### src/design/crt_pkg.sv
// Shared types and constants for the command reply tracker.
// Used by crt_eval and command_reply_tracker_unit; depends on nothing else.
`timescale 1ns / 1ps
`default_nettype none

package crt_pkg;

    localparam int NUM_SLOTS  = 5;
    localparam int SLOT_IDX_W = (NUM_SLOTS > 1) ? $clog2(NUM_SLOTS) : 1;

    localparam int SLOT_W     = 3;
    localparam int SEQ_W      = 32;
    localparam int RSEQ_W     = 16;
    localparam int TIME_W     = 32;
    localparam int MASK_W     = 5;
    localparam int OUTCOME_W  = 3;
    localparam int CFG_IDX_W  = 2;
    localparam int CFG_DATA_W = 32;

    localparam logic [TIME_W-1:0] TIMEOUT_RESET = TIME_W'(1000);
    localparam logic [MASK_W-1:0] SILENT_RESET  = MASK_W'(3);

    localparam logic [CFG_IDX_W-1:0] REG_TIMEOUT = CFG_IDX_W'(0);
    localparam logic [CFG_IDX_W-1:0] REG_SILENT  = CFG_IDX_W'(1);

    localparam logic FUNC_SEND  = 1'b0;
    localparam logic FUNC_REPLY = 1'b1;

    typedef enum logic [OUTCOME_W-1:0] {
        OUT_SENT         = 3'd0,
        OUT_SENT_TIMEOUT = 3'd1,
        OUT_BUSY         = 3'd2,
        OUT_MATCHED      = 3'd3,
        OUT_INACTIVE     = 3'd4,
        OUT_OLDER        = 3'd5,
        OUT_NEWER        = 3'd6
    } outcome_t;

    typedef struct packed {
        logic              func;
        logic [SLOT_W-1:0] slot;
        logic [SEQ_W-1:0]  seq;
        logic [RSEQ_W-1:0] reply_seq;
        logic              want_response;
        logic [TIME_W-1:0] now_ms;
    } item_t;

    typedef struct packed {
        logic              active;
        logic              wants;
        logic [SEQ_W-1:0]  seq;
        logic [TIME_W-1:0] sent_time;
    } slot_entry_t;

    typedef struct packed {
        logic        wr;
        slot_entry_t entry;
    } slot_update_t;

    typedef struct packed {
        outcome_t          outcome;
        logic              response_valid;
        logic              response_ok;
        logic [SLOT_W-1:0] response_slot;
        logic [SEQ_W-1:0]  response_seq;
    } result_t;

endpackage

`default_nettype wire

### src/design/crt_eval.sv
// Decision logic for one tracker request against the state of its slot.
// Depends on crt_pkg for item, entry, update and result types.
`timescale 1ns / 1ps
`default_nettype none

module crt_eval (
    input  wire crt_pkg::item_t              item,
    input  wire crt_pkg::slot_entry_t        entry,
    input  wire logic [crt_pkg::TIME_W-1:0]  timeout_ms,
    input  wire logic [crt_pkg::MASK_W-1:0]  silent_mask,
    output crt_pkg::result_t                 result,
    output crt_pkg::slot_update_t            update
);

    logic                       in_range;
    logic [crt_pkg::TIME_W-1:0] waited;
    logic                       timed_out;
    logic [crt_pkg::MASK_W-1:0] silent_shift;
    logic                       may_respond;
    logic                       seq_equal;
    logic                       seq_older;

    always_comb begin
        in_range     = int'(item.slot) < crt_pkg::NUM_SLOTS;
        waited       = item.now_ms - entry.sent_time;
        timed_out    = waited >= timeout_ms;
        // Shifting past the mask yields zero, so high slots are never silent.
        silent_shift = silent_mask >> item.slot;
        may_respond  = entry.wants && !silent_shift[0];
        seq_equal    = item.reply_seq == entry.seq[crt_pkg::RSEQ_W-1:0];
        seq_older    = item.reply_seq <  entry.seq[crt_pkg::RSEQ_W-1:0];

        result.outcome        = crt_pkg::OUT_SENT;
        result.response_valid = 1'b0;
        result.response_ok    = 1'b0;
        result.response_slot  = '0;
        result.response_seq   = '0;
        update.wr             = 1'b0;
        update.entry          = '0;

        if (!in_range) begin
            result.outcome = (item.func == crt_pkg::FUNC_REPLY) ? crt_pkg::OUT_INACTIVE
                                                                 : crt_pkg::OUT_BUSY;
        end else if (item.func == crt_pkg::FUNC_SEND) begin
            if (entry.active && !timed_out) begin
                result.outcome = crt_pkg::OUT_BUSY;
            end else begin
                result.outcome = entry.active ? crt_pkg::OUT_SENT_TIMEOUT : crt_pkg::OUT_SENT;
                // A timed-out release reports an error for the old command if it may respond.
                result.response_valid = entry.active && may_respond;
                update.wr              = 1'b1;
                update.entry.active    = 1'b1;
                update.entry.wants     = item.want_response;
                update.entry.seq       = item.seq;
                update.entry.sent_time = item.now_ms;
            end
        end else begin
            if (!entry.active) begin
                result.outcome = crt_pkg::OUT_INACTIVE;
            end else if (seq_older) begin
                result.outcome = crt_pkg::OUT_OLDER;
            end else begin
                result.outcome        = seq_equal ? crt_pkg::OUT_MATCHED : crt_pkg::OUT_NEWER;
                result.response_valid = may_respond;
                result.response_ok    = may_respond && seq_equal;
                update.wr             = 1'b1;
            end
        end

        if (result.response_valid) begin
            result.response_slot = item.slot;
            result.response_seq  = entry.seq;
        end
    end

endmodule

`default_nettype wire

### src/design/command_reply_tracker_unit.sv
// Top level of the command reply tracker: input register, slot state,
// configuration registers and result register. Depends on crt_pkg, crt_eval.
`timescale 1ns / 1ps
`default_nettype none

// Channel   Direction  Handshake            Content
// s_        in         s_valid / s_ready    send or reply request
// m_        out        m_valid / m_ready    one result per request
// cfg_      in         cfg_valid / cfg_ready register index and write data
//
// A request is captured in an input register and evaluated there. It moves
// into the result register when that is empty or being emptied, so one
// request per cycle is sustained while results are taken. The slot state is
// updated in that move, so the next request always sees it. Reset clears
// all slot flags and returns the timeout and silent mask to their defaults. A
// stalled result holds the result register; the input register still takes
// one further request and then ready drops until the result is taken.

module command_reply_tracker_unit (
    input  wire logic                             aclk,
    input  wire logic                             aresetn,

    input  wire logic                             s_valid,
    output logic                                  s_ready,
    input  wire logic                             s_func,
    input  wire logic [crt_pkg::SLOT_W-1:0]       s_slot,
    input  wire logic [crt_pkg::SEQ_W-1:0]        s_seq,
    input  wire logic [crt_pkg::RSEQ_W-1:0]       s_reply_seq,
    input  wire logic                             s_want_response,
    input  wire logic [crt_pkg::TIME_W-1:0]       s_now_ms,

    output logic                                  m_valid,
    input  wire logic                             m_ready,
    output logic [crt_pkg::OUTCOME_W-1:0]         m_outcome,
    output logic                                  m_response_valid,
    output logic                                  m_response_ok,
    output logic [crt_pkg::SLOT_W-1:0]            m_response_slot,
    output logic [crt_pkg::SEQ_W-1:0]             m_response_seq,

    input  wire logic                             cfg_valid,
    output logic                                  cfg_ready,
    input  wire logic [crt_pkg::CFG_IDX_W-1:0]    cfg_index,
    input  wire logic [crt_pkg::CFG_DATA_W-1:0]   cfg_data
);

    // Configuration registers.
    logic [crt_pkg::TIME_W-1:0] timeout_reg;
    logic [crt_pkg::MASK_W-1:0] silent_reg;

    // Input register holding the request under evaluation.
    logic           in_valid_reg;
    crt_pkg::item_t in_item_reg;

    // Result register.
    logic             out_valid_reg;
    crt_pkg::result_t out_result_reg;

    // Per-slot state. Only the control bits need a reset: sequence and time
    // are read solely while the slot is active, and become valid with it.
    logic [crt_pkg::NUM_SLOTS-1:0] slot_active_reg;
    logic [crt_pkg::NUM_SLOTS-1:0] slot_wants_reg;
    logic [crt_pkg::SEQ_W-1:0]     slot_seq_reg  [crt_pkg::NUM_SLOTS];
    logic [crt_pkg::TIME_W-1:0]    slot_time_reg [crt_pkg::NUM_SLOTS];

    logic                            advance;
    logic                            slot_in_range;
    logic [crt_pkg::SLOT_IDX_W-1:0]  slot_idx;
    crt_pkg::slot_entry_t            entry_sel;
    crt_pkg::result_t                eval_result;
    crt_pkg::slot_update_t           eval_update;

    // The request in the input register moves on whenever the result
    // register is empty or being emptied in this cycle.
    assign advance   = in_valid_reg && (!out_valid_reg || m_ready);
    assign s_ready   = !in_valid_reg || advance;
    assign cfg_ready = 1'b1;

    assign slot_in_range = int'(in_item_reg.slot) < crt_pkg::NUM_SLOTS;
    assign slot_idx      = crt_pkg::SLOT_IDX_W'(in_item_reg.slot);

    // Read the addressed slot; an out-of-range slot sees an idle entry.
    always_comb begin
        entry_sel = '0;
        if (slot_in_range) begin
            entry_sel.active    = slot_active_reg[slot_idx];
            entry_sel.wants     = slot_wants_reg[slot_idx];
            entry_sel.seq       = slot_seq_reg[slot_idx];
            entry_sel.sent_time = slot_time_reg[slot_idx];
        end
    end

    crt_eval u_eval (
        .item        (in_item_reg),
        .entry       (entry_sel),
        .timeout_ms  (timeout_reg),
        .silent_mask (silent_reg),
        .result      (eval_result),
        .update      (eval_update)
    );

    // Configuration writes; an index beyond the register list is ignored.
    always_ff @(posedge aclk) begin
        if (!aresetn) begin
            timeout_reg <= crt_pkg::TIMEOUT_RESET;
            silent_reg  <= crt_pkg::SILENT_RESET;
        end else if (cfg_valid) begin
            case (cfg_index)
                crt_pkg::REG_TIMEOUT: timeout_reg <= cfg_data;
                crt_pkg::REG_SILENT:  silent_reg  <= cfg_data[crt_pkg::MASK_W-1:0];
                default: ;
            endcase
        end
    end

    // Handshake control and slot control bits.
    always_ff @(posedge aclk) begin
        if (!aresetn) begin
            in_valid_reg    <= 1'b0;
            out_valid_reg   <= 1'b0;
            slot_active_reg <= '0;
            slot_wants_reg  <= '0;
        end else begin
            if (s_valid && s_ready) begin
                in_valid_reg <= 1'b1;
            end else if (advance) begin
                in_valid_reg <= 1'b0;
            end

            if (advance) begin
                out_valid_reg <= 1'b1;
            end else if (m_ready) begin
                out_valid_reg <= 1'b0;
            end

            if (advance && eval_update.wr) begin
                slot_active_reg[slot_idx] <= eval_update.entry.active;
                slot_wants_reg[slot_idx]  <= eval_update.entry.wants;
            end
        end
    end

    // Payload registers need no reset.
    always_ff @(posedge aclk) begin
        if (s_valid && s_ready) begin
            in_item_reg.func          <= s_func;
            in_item_reg.slot          <= s_slot;
            in_item_reg.seq           <= s_seq;
            in_item_reg.reply_seq     <= s_reply_seq;
            in_item_reg.want_response <= s_want_response;
            in_item_reg.now_ms        <= s_now_ms;
        end
        if (advance) begin
            out_result_reg <= eval_result;
            if (eval_update.wr) begin
                slot_seq_reg[slot_idx]  <= eval_update.entry.seq;
                slot_time_reg[slot_idx] <= eval_update.entry.sent_time;
            end
        end
    end

    assign m_valid          = out_valid_reg;
    assign m_outcome        = out_result_reg.outcome;
    assign m_response_valid = out_result_reg.response_valid;
    assign m_response_ok    = out_result_reg.response_ok;
    assign m_response_slot  = out_result_reg.response_slot;
    assign m_response_seq   = out_result_reg.response_seq;

endmodule

`default_nettype wire
### config.mk
export PLATFORM = sky130hd
export DESIGN_NAME = command_reply_tracker_unit
export DESIGN_NICKNAME = d
export VERILOG_FILES = /design/src/design/crt_pkg.sv /design/src/design/crt_eval.sv /design/src/design/command_reply_tracker_unit.sv
export SDC_FILE = /design/constraint.sdc
export NUM_CORES = 1
export LEC_CHECK = 0
export BUFFER_PORTS_ARGS = -buffer_cell sky130_fd_sc_hd__buf_2
export CAP_MARGIN = 20
export CELL_PAD_IN_SITES_DETAIL_PLACEMENT = 0
export CELL_PAD_IN_SITES_GLOBAL_PLACEMENT = 2
export CORE_MARGIN = 4
export CORE_UTILIZATION = 46
export DETAILED_ROUTE_END_ITERATION = 7
export GPL_TIMING_DRIVEN = 0
export PLACE_DENSITY_LB_ADDON = 0.2
export SYNTH_ARGS = -nofsm -noshare
export SYNTH_HDL_FRONTEND = slang
export SYNTH_HIERARCHICAL = 1
export SYNTH_SLANG_ARGS = --single-unit
### constraint.sdc
create_clock -name aclk -period 14.9 [get_ports aclk]
set_clock_uncertainty 0.05 [all_clocks]
set_input_delay 0.745 -clock aclk [delete_from_list [all_inputs] [get_ports aclk]]
set_output_delay 0.745 -clock aclk [all_outputs]
set_load 0.005 [all_outputs]
==> results.txt, run 1 <==
status = complete, no violations
endpoint of the worst hold path = in_item_reg[33]
source-to-sink clock delay at the later pin of the worst-skew pair = 0.59 ns
Worst Max-Slew Pin Slew = 1.10 ns
detailed-route wire length = 49.3 mm
buffering stage count on the worst path with inverters included = 8
sequential cell area = 0.0144 mm2
cell taking the most area after synthesis = edfxtp_1
area occupied by multi-input gates = 0.00670 mm2
share of synthesized registers carrying an async set or reset = 0
pre-CTS setup slack = 6.17 ns
count of different cell masters after synthesis = 66
number of diodes added for antenna fixing = 0
summed instance area of the synthesized netlist = 0.0219 mm2
source of the critical timing path = slot_idx[1]
Max-cap violations = 0
Overall Global Routing Usage = 0.194
average vias per placed instance = 5.40
Area Overhead vs Synth = 15.8%
CP Class = flip-flop to flip-flop
crit path launch type = flip-flop
IR drop worst, VDD = 0.0908 mV
Finish-stage setup viols = 0
Worst EP arrival = 8.88 ns
synthesized instance count = 1460
cell leakage power = 9.54 nW
total clock buffers created by CTS = 52
starting density of the core = 0.468
number of placement rows = 79
Power Density = 126 mW/mm2
count of buffers inserted at the top-level ports = 165
top post-synthesis cells by count = edfxtp_1 (445), nand2_1 (103), inv_1 (96)
horizontal extent of the die = 226 um
router iterations before antenna repair = 7
via count of the first global-routing pass = 12900
deepest level of the CTS H-tree = 2
post-route cell area = 0.0253 mm2
clock input transition at the sequential cells of the worst setup and hold paths = 0.06 ns
Critical Path Sink Type = flip-flop
most repeated cell in the gate-level netlist after synthesis = edfxtp_1
CP peak stage delay = 0.57 ns
Ys Warns = 6
Core Box Area = 0.0468 mm2
Final Hold Viols = 0
Longest Clk Path Bufs = 3
routability-driven placement congestion ratio = 0.753
number of antenna violations at the first check in global routing = 1
cell at the root of the clock tree = clkbuf_16
r2r setup slk = 6.22 ns
post-synth net total = 1664
Post-CTS Hold Fix Bufs = 0
Post-Place Cell Area = 0.0237 mm2
area of the die = 0.0511 mm2
DR WL/cell = 21.1 um
Filler cells = 3862
# Post-CTS Setup Buffers = 0
Syn Area/Cell = 15.0 um2
sequential fraction of the synthesis area = 0.658
Max stage delay cell, worst path = o22ai_1
Fin Setup TNS = 0 ns
unrepaired setup endpoints after global routing = false
cell repeated most along the worst path = nor2_1
flip-flop cell with the highest count after synthesis = edfxtp_1
number of design rule violations left after detail routing = 0
number of synthesized flops with an enable pin = 445
Hold Path Cell Cnt = 1
relative max-transition margin = 0.260
I/O pin total = 167
CP max FO = 42
worst-case reg-to-reg path depth = 27
Post-CTS Resized = 0
cell family with the largest share of critical-path delay = compound AO/OA/AOI/OAI gates
Reg-to-Reg Start = slot_idx[1]
Crit Reg-Reg Endpoint = slot_time_reg[3][23]
Final Worst Setup Slack = 6.22 ns
clock tree sinks = 497
final HPWL from detailed placement = 33.4 mm
remaining number of nets flagged by the antenna check after routing = 0
TritonCTS clock tree = built
DRC marker count from the first detailed-route iteration = 733
fraction of layout cells with a size suffix above 1 = 0.211
die height = 226 um
flop and latch count out of synthesis = 497
fraction of the cycle the final worst path needs = 0.582
final standard cell count with taps included and fillers excluded = 2330
wire length of the first global-routing pass = 75.0 mm
Worst EP required = 15.10 ns
Hold Startpoint = s_reply_seq[0]
placed cell count = 2239
Pins Over Slew Limit = 0
total via count after detailed routing = 12600
Hold WC Path Type = primary input to flip-flop
share of the synthesized area in the top cell type = 0.611
maximum clock frequency = 115 MHz
Final nets = 1890
maximum number of pins on one net before global-route repair = 55
main area contributors after synthesis = edfxtp_1 (61%), mux4_2 (6.4%), dfxtp_1 (4.8%)
minimum clock period after layout = 8.68 ns
global route total overflow = 0
## worst reg2reg max path: stages (launching register included)
cell      delay [ns]
edfxtp_1        0.55
buf_2           0.29
nor2_1          0.09
nor2b_1         0.12
clkbuf_2        0.35
clkbuf_1        0.39
nor2_1          0.10
inv_1           0.07
ha_1            0.28
a21o_1          0.20
a21o_1          0.17
a211oi_1        0.32
a21oi_1         0.15
nor3_1          0.38
o41ai_2         0.21
o21a_1          0.25
o211ai_1        0.34
ha_1            0.22
nand4_1         0.14
or3_1           0.45
nor2_1          0.56
a211oi_2        0.33
buf_2           0.29
buf_4           0.22
o22ai_1         0.57
nand4_1         0.43
inv_4           0.45
buf_16          0.32
## per-layer routing
metal	track usage	vias to the layer above	wire length [um]
met2	0.334	251	24800
met5	0	-	0
met4	0.0534	0	1100
met1	0.257	6298	21300
met3	0.0304	72	2070
li1	-	5951	-
## area by class of cell
class / instances / area share
flip-flops and latches: 497 / 0.568
multi-input cells: 802 / 0.264
clock buffers: 61 / 0.0527
repair buffers: 172 / 0.0399
well taps: 607 / 0.0300
plain buffers: 65 / 0.0167
inverters: 96 / 0.0148
clock inverters: 30 / 0.0136
## stage by stage
| stage | hold slack [ns] | util | power (mW) |
|---|---|---|---|
| final | 0.276 | 0.542 | 3.19 |
| after CTS | 0.232 | 0.542 | 3.23 |
| after global placement | 0.395 | 0.502 | 1.93 |
| after detailed placement | 0.397 | 0.506 | 1.94 |
| after global routing | 0.250 | 0.542 | 3.32 |
| after floorplan | 0.385 | - | 1.83 |
## cells by family after synthesis
| family | Yosys count | share of synthesized area |
|---|---|---|
| buffers and inverters | 161 | 0.0358 |
| DFF | 497 | 0.658 |
| other | 1 | 0.000171 |
| and+or+nand+nor | 377 | 0.0889 |
| AOI/OAI and AO/OA | 169 | 0.0536 |
| muxes | 150 | 0.107 |
| xor gates and xnor gates | 25 | 0.0100 |
| adders and majority gates | 80 | 0.0461 |
## report_power, final
part | internal, mW | switching (mW) | total [mW]
clock network | 0.760 | 0.523 | 1.28
logic | 0.150 | 0.194 | 0.344
registers | 1.55 | 0.0142 | 1.56
## placed cells by master, fill, tap and decap left out, types with 6 or more instances in the layout
cell,n
a21boi_1,25
buf_2,180
nand3_1,16
o21a_1,9
nor2_1,94
edfxtp_1,445
xor2_1,11
nand2b_1,6
dfxtp_1,52
clkbuf_16,52
inv_4,6
buf_4,8
clkinv_2,6
buf_16,6
nand2_1,103
o21ai_0,20
inv_1,90
nor3_1,25
ha_1,79
nand4_1,16
a21oi_1,41
buf_12,7
a21boi_0,6
nor3b_1,88
mux4_2,62
bufinv_16,7
xnor2_1,14
mux2i_1,81
nor2b_1,12
a21o_1,30
clkinv_1,10
clkbuf_1,39
## worst max-delay path by stage
stage / endpoint / cells past startpoint
after floorplan: slot_seq_reg[0][0] / 25
after global placement: slot_seq_reg[1][9] / 26
after detailed placement: slot_seq_reg[3][5] / 27
after CTS: slot_time_reg[3][5] / 27
after global routing: slot_seq_reg[3][9] / 27
final: slot_time_reg[3][23] / 27
(Power assumes the default switching activity.)
==> inputs of run 2 (changes only) <==
- CORE_UTILIZATION: 46 -> 44
- clock period: 14.9 -> 8.59 ns (I/O delays scaled with it)
==> results.txt, run 2 (synthesis results as in run 1) <==
Hold WC Path Type = primary input to flip-flop (unchanged)
Crit Reg-Reg Endpoint = slot_time_reg[3][25] (was slot_time_reg[3][23])
count of buffers inserted at the top-level ports = 165 (unchanged)
minimum clock period after layout = 8.14 ns (was 8.68 ns)
CP peak stage delay = 0.77 ns (was 0.57 ns)
Power Density = 215 mW/mm2 (was 126 mW/mm2)
unrepaired setup endpoints after global routing = false (unchanged)
Post-Place Cell Area = 0.0237 mm2 (about the same)
wire length of the first global-routing pass = 77.4 mm (was 75.0 mm)
Worst EP required = 8.80 ns (was 15.10 ns)
area occupied by multi-input gates = 0.00673 mm2 (was 0.00670 mm2)
total via count after detailed routing = 13000 (was 12600)
number of placement rows = 81 (was 79)
CP max FO = 48 (was 42)
deepest level of the CTS H-tree = 2 (unchanged)
Critical Path Sink Type = flip-flop (unchanged)
source-to-sink clock delay at the later pin of the worst-skew pair = 0.61 ns (was 0.59 ns)
post-route cell area = 0.0268 mm2 (was 0.0253 mm2)
Final nets = 2006 (was 1890)
clock tree sinks = 497 (unchanged)
pre-CTS setup slack = -0.193 ns (was 6.17 ns)
worst-case reg-to-reg path depth = 25 (was 27)
clock input transition at the sequential cells of the worst setup and hold paths = 0.06 ns (about the same)
sequential cell area = 0.0144 mm2 (unchanged)
Core Box Area = 0.0491 mm2 (was 0.0468 mm2)
Worst Max-Slew Pin Slew = 1.05 ns (was 1.10 ns)
crit path launch type = flip-flop (unchanged)
via count of the first global-routing pass = 13500 (was 12900)
die height = 231 um (was 226 um)
Max stage delay cell, worst path = clkbuf_1 (was o22ai_1)
leading cell types in the layout, fill and taps excluded = edfxtp_1 (445), buf_2 (180), dlygate4sd3_1 (115) (was edfxtp_1 (445), buf_2 (180), nand2_1 (103))
DR WL/cell = 20.1 um (was 21.1 um)
r2r setup slk = 0.45 ns (was 6.22 ns)
Worst EP arrival = 8.35 ns (was 8.88 ns)
number of diodes added for antenna fixing = 0 (unchanged)
most common cell after layout, fill and taps aside = edfxtp_1 (unchanged)
Pins Over Slew Limit = 0 (unchanged)
horizontal extent of the die = 231 um (was 226 um)
cell at the root of the clock tree = clkbuf_16 (unchanged)
area of the die = 0.0534 mm2 (was 0.0511 mm2)
starting density of the core = 0.446 (was 0.468)
number of antenna violations at the first check in global routing = 0 (was 1)
CP Class = flip-flop to flip-flop (unchanged)
Finish-stage setup viols = 0 (unchanged)
I/O pin total = 167 (unchanged)
final HPWL from detailed placement = 33.4 mm (about the same)
DRC marker count from the first detailed-route iteration = 853 (was 733)
remaining number of nets flagged by the antenna check after routing = 0 (unchanged)
status = complete, no violations (unchanged)
total clock buffers created by CTS = 53 (was 52)
Area Overhead vs Synth = 22.4% (was 15.8%)
Filler cells = 4069 (was 3862)
maximum clock frequency = 123 MHz (was 115 MHz)
IR drop worst, VDD = 0.165 mV (was 0.0908 mV)
Critical Path Sink = slot_time_reg[3][25] (was slot_time_reg[3][23])
number of design rule violations left after detail routing = 0 (unchanged)
maximum number of pins on one net before global-route repair = 53 (was 55)
global route total overflow = 0 (unchanged)
relative max-transition margin = 0.297 (was 0.260)
TritonCTS clock tree = built (unchanged)
Final Hold Viols = 0 (unchanged)
cell leakage power = 10.1 nW (was 9.54 nW)
routability-driven placement congestion ratio = 0.768 (was 0.753)
total number of cells along the worst setup path = 25 (was 27)
Max-cap violations = 0 (unchanged)
detailed-route wire length = 50.4 mm (was 49.3 mm)
fraction of layout cells with a size suffix above 1 = 0.205 (was 0.211)
Longest Clk Path Bufs = 3 (unchanged)
router iterations before antenna repair = 5 (was 7)
Fin Setup TNS = 0 ns (unchanged)
fraction of the cycle the final worst path needs = 0.947 (was 0.582)
average vias per placed instance = 5.17 (was 5.40)
cell family with the largest share of critical-path delay = buffers and inverters (was compound AO/OA/AOI/OAI gates)
Overall Global Routing Usage = 0.189 (was 0.194)
buffering stage count on the worst path with inverters included = 7 (was 8)
Final Worst Setup Slack = 0.453 ns (was 6.22 ns)
run 2: cell count changes in the layout (fill, tap and decap cells not counted), sizes merged:
cell | previous run | this run
clkinvlp | 1 | 3
clkinv | 20 | 27
clkbuf | 93 | 90
inv | 98 | 97
dlygate4sd3 | 0 | 115
bufinv | 7 | 10
run 2: how the worst min path moves through the flow:
stage,from,slack [ns],to,cells after the start
2_1_floorplan,timeout_reg[10],0.39,timeout_reg[10],2
3_3_place_gp,timeout_reg[30],0.40,timeout_reg[30],2
3_5_place_dp,timeout_reg[11],0.40,timeout_reg[11],2
4_1_cts,cfg_data[4],0.01,timeout_reg[4],3
5_1_grt,s_valid,0.04,in_valid_reg,3
6_report,cfg_data[4],0.05,timeout_reg[4],3
run 2: worst min-delay path, stage by stage:
cell and delay (ns):
buf_2 0.11, nand2_1 0.06, a21boi_1 0.05
run 2: metrics by stage:
step	utilization	power (mW)	std cells	hold WS, ns
floorplan	-	3.17	1460	0.385
global route	0.546	5.97	2510	0.0381
global placement	0.480	3.36	2289	0.396
detailed placement	0.484	3.36	2296	0.399
CTS	0.545	5.81	2510	0.0125
finish	0.546	5.74	2510	0.0480
run 2: what timing repair did:
action                                  CTS  global route
buffers inserted                          0             0
gates resized for setup                   1             6
endpoints found under the setup margin  246           246
hold endpoints to repair                115             0
hold buffers                            115             0
run 2: final cells by class:
class | instances | area share
buffer | 65 | 0.0158
clock buffer | 58 | 0.0510
clock inverter | 41 | 0.0179
inverter | 96 | 0.0141
multi-input combinational | 802 | 0.251
sequential | 497 | 0.538
tap | 664 | 0.0310
timing repair buffer | 287 | 0.0808
run 2: power breakdown:
part / switching, mW / total (mW) / internal, mW
Sequential: 0.0242 / 2.70 / 2.68
Combinational: 0.348 / 0.644 / 0.297
Clock: 0.945 / 2.40 / 1.45
Total: 1.32 / 5.74 / 4.43
run 2: layer usage:
layer	vias up	track usage	part of all wire
li1	6208	-	-
met1	6465	0.242	0.42
met2	229	0.341	0.52
met3	65	0.0253	0.037
met4	0	0.0506	0.021
met5	-	0	0
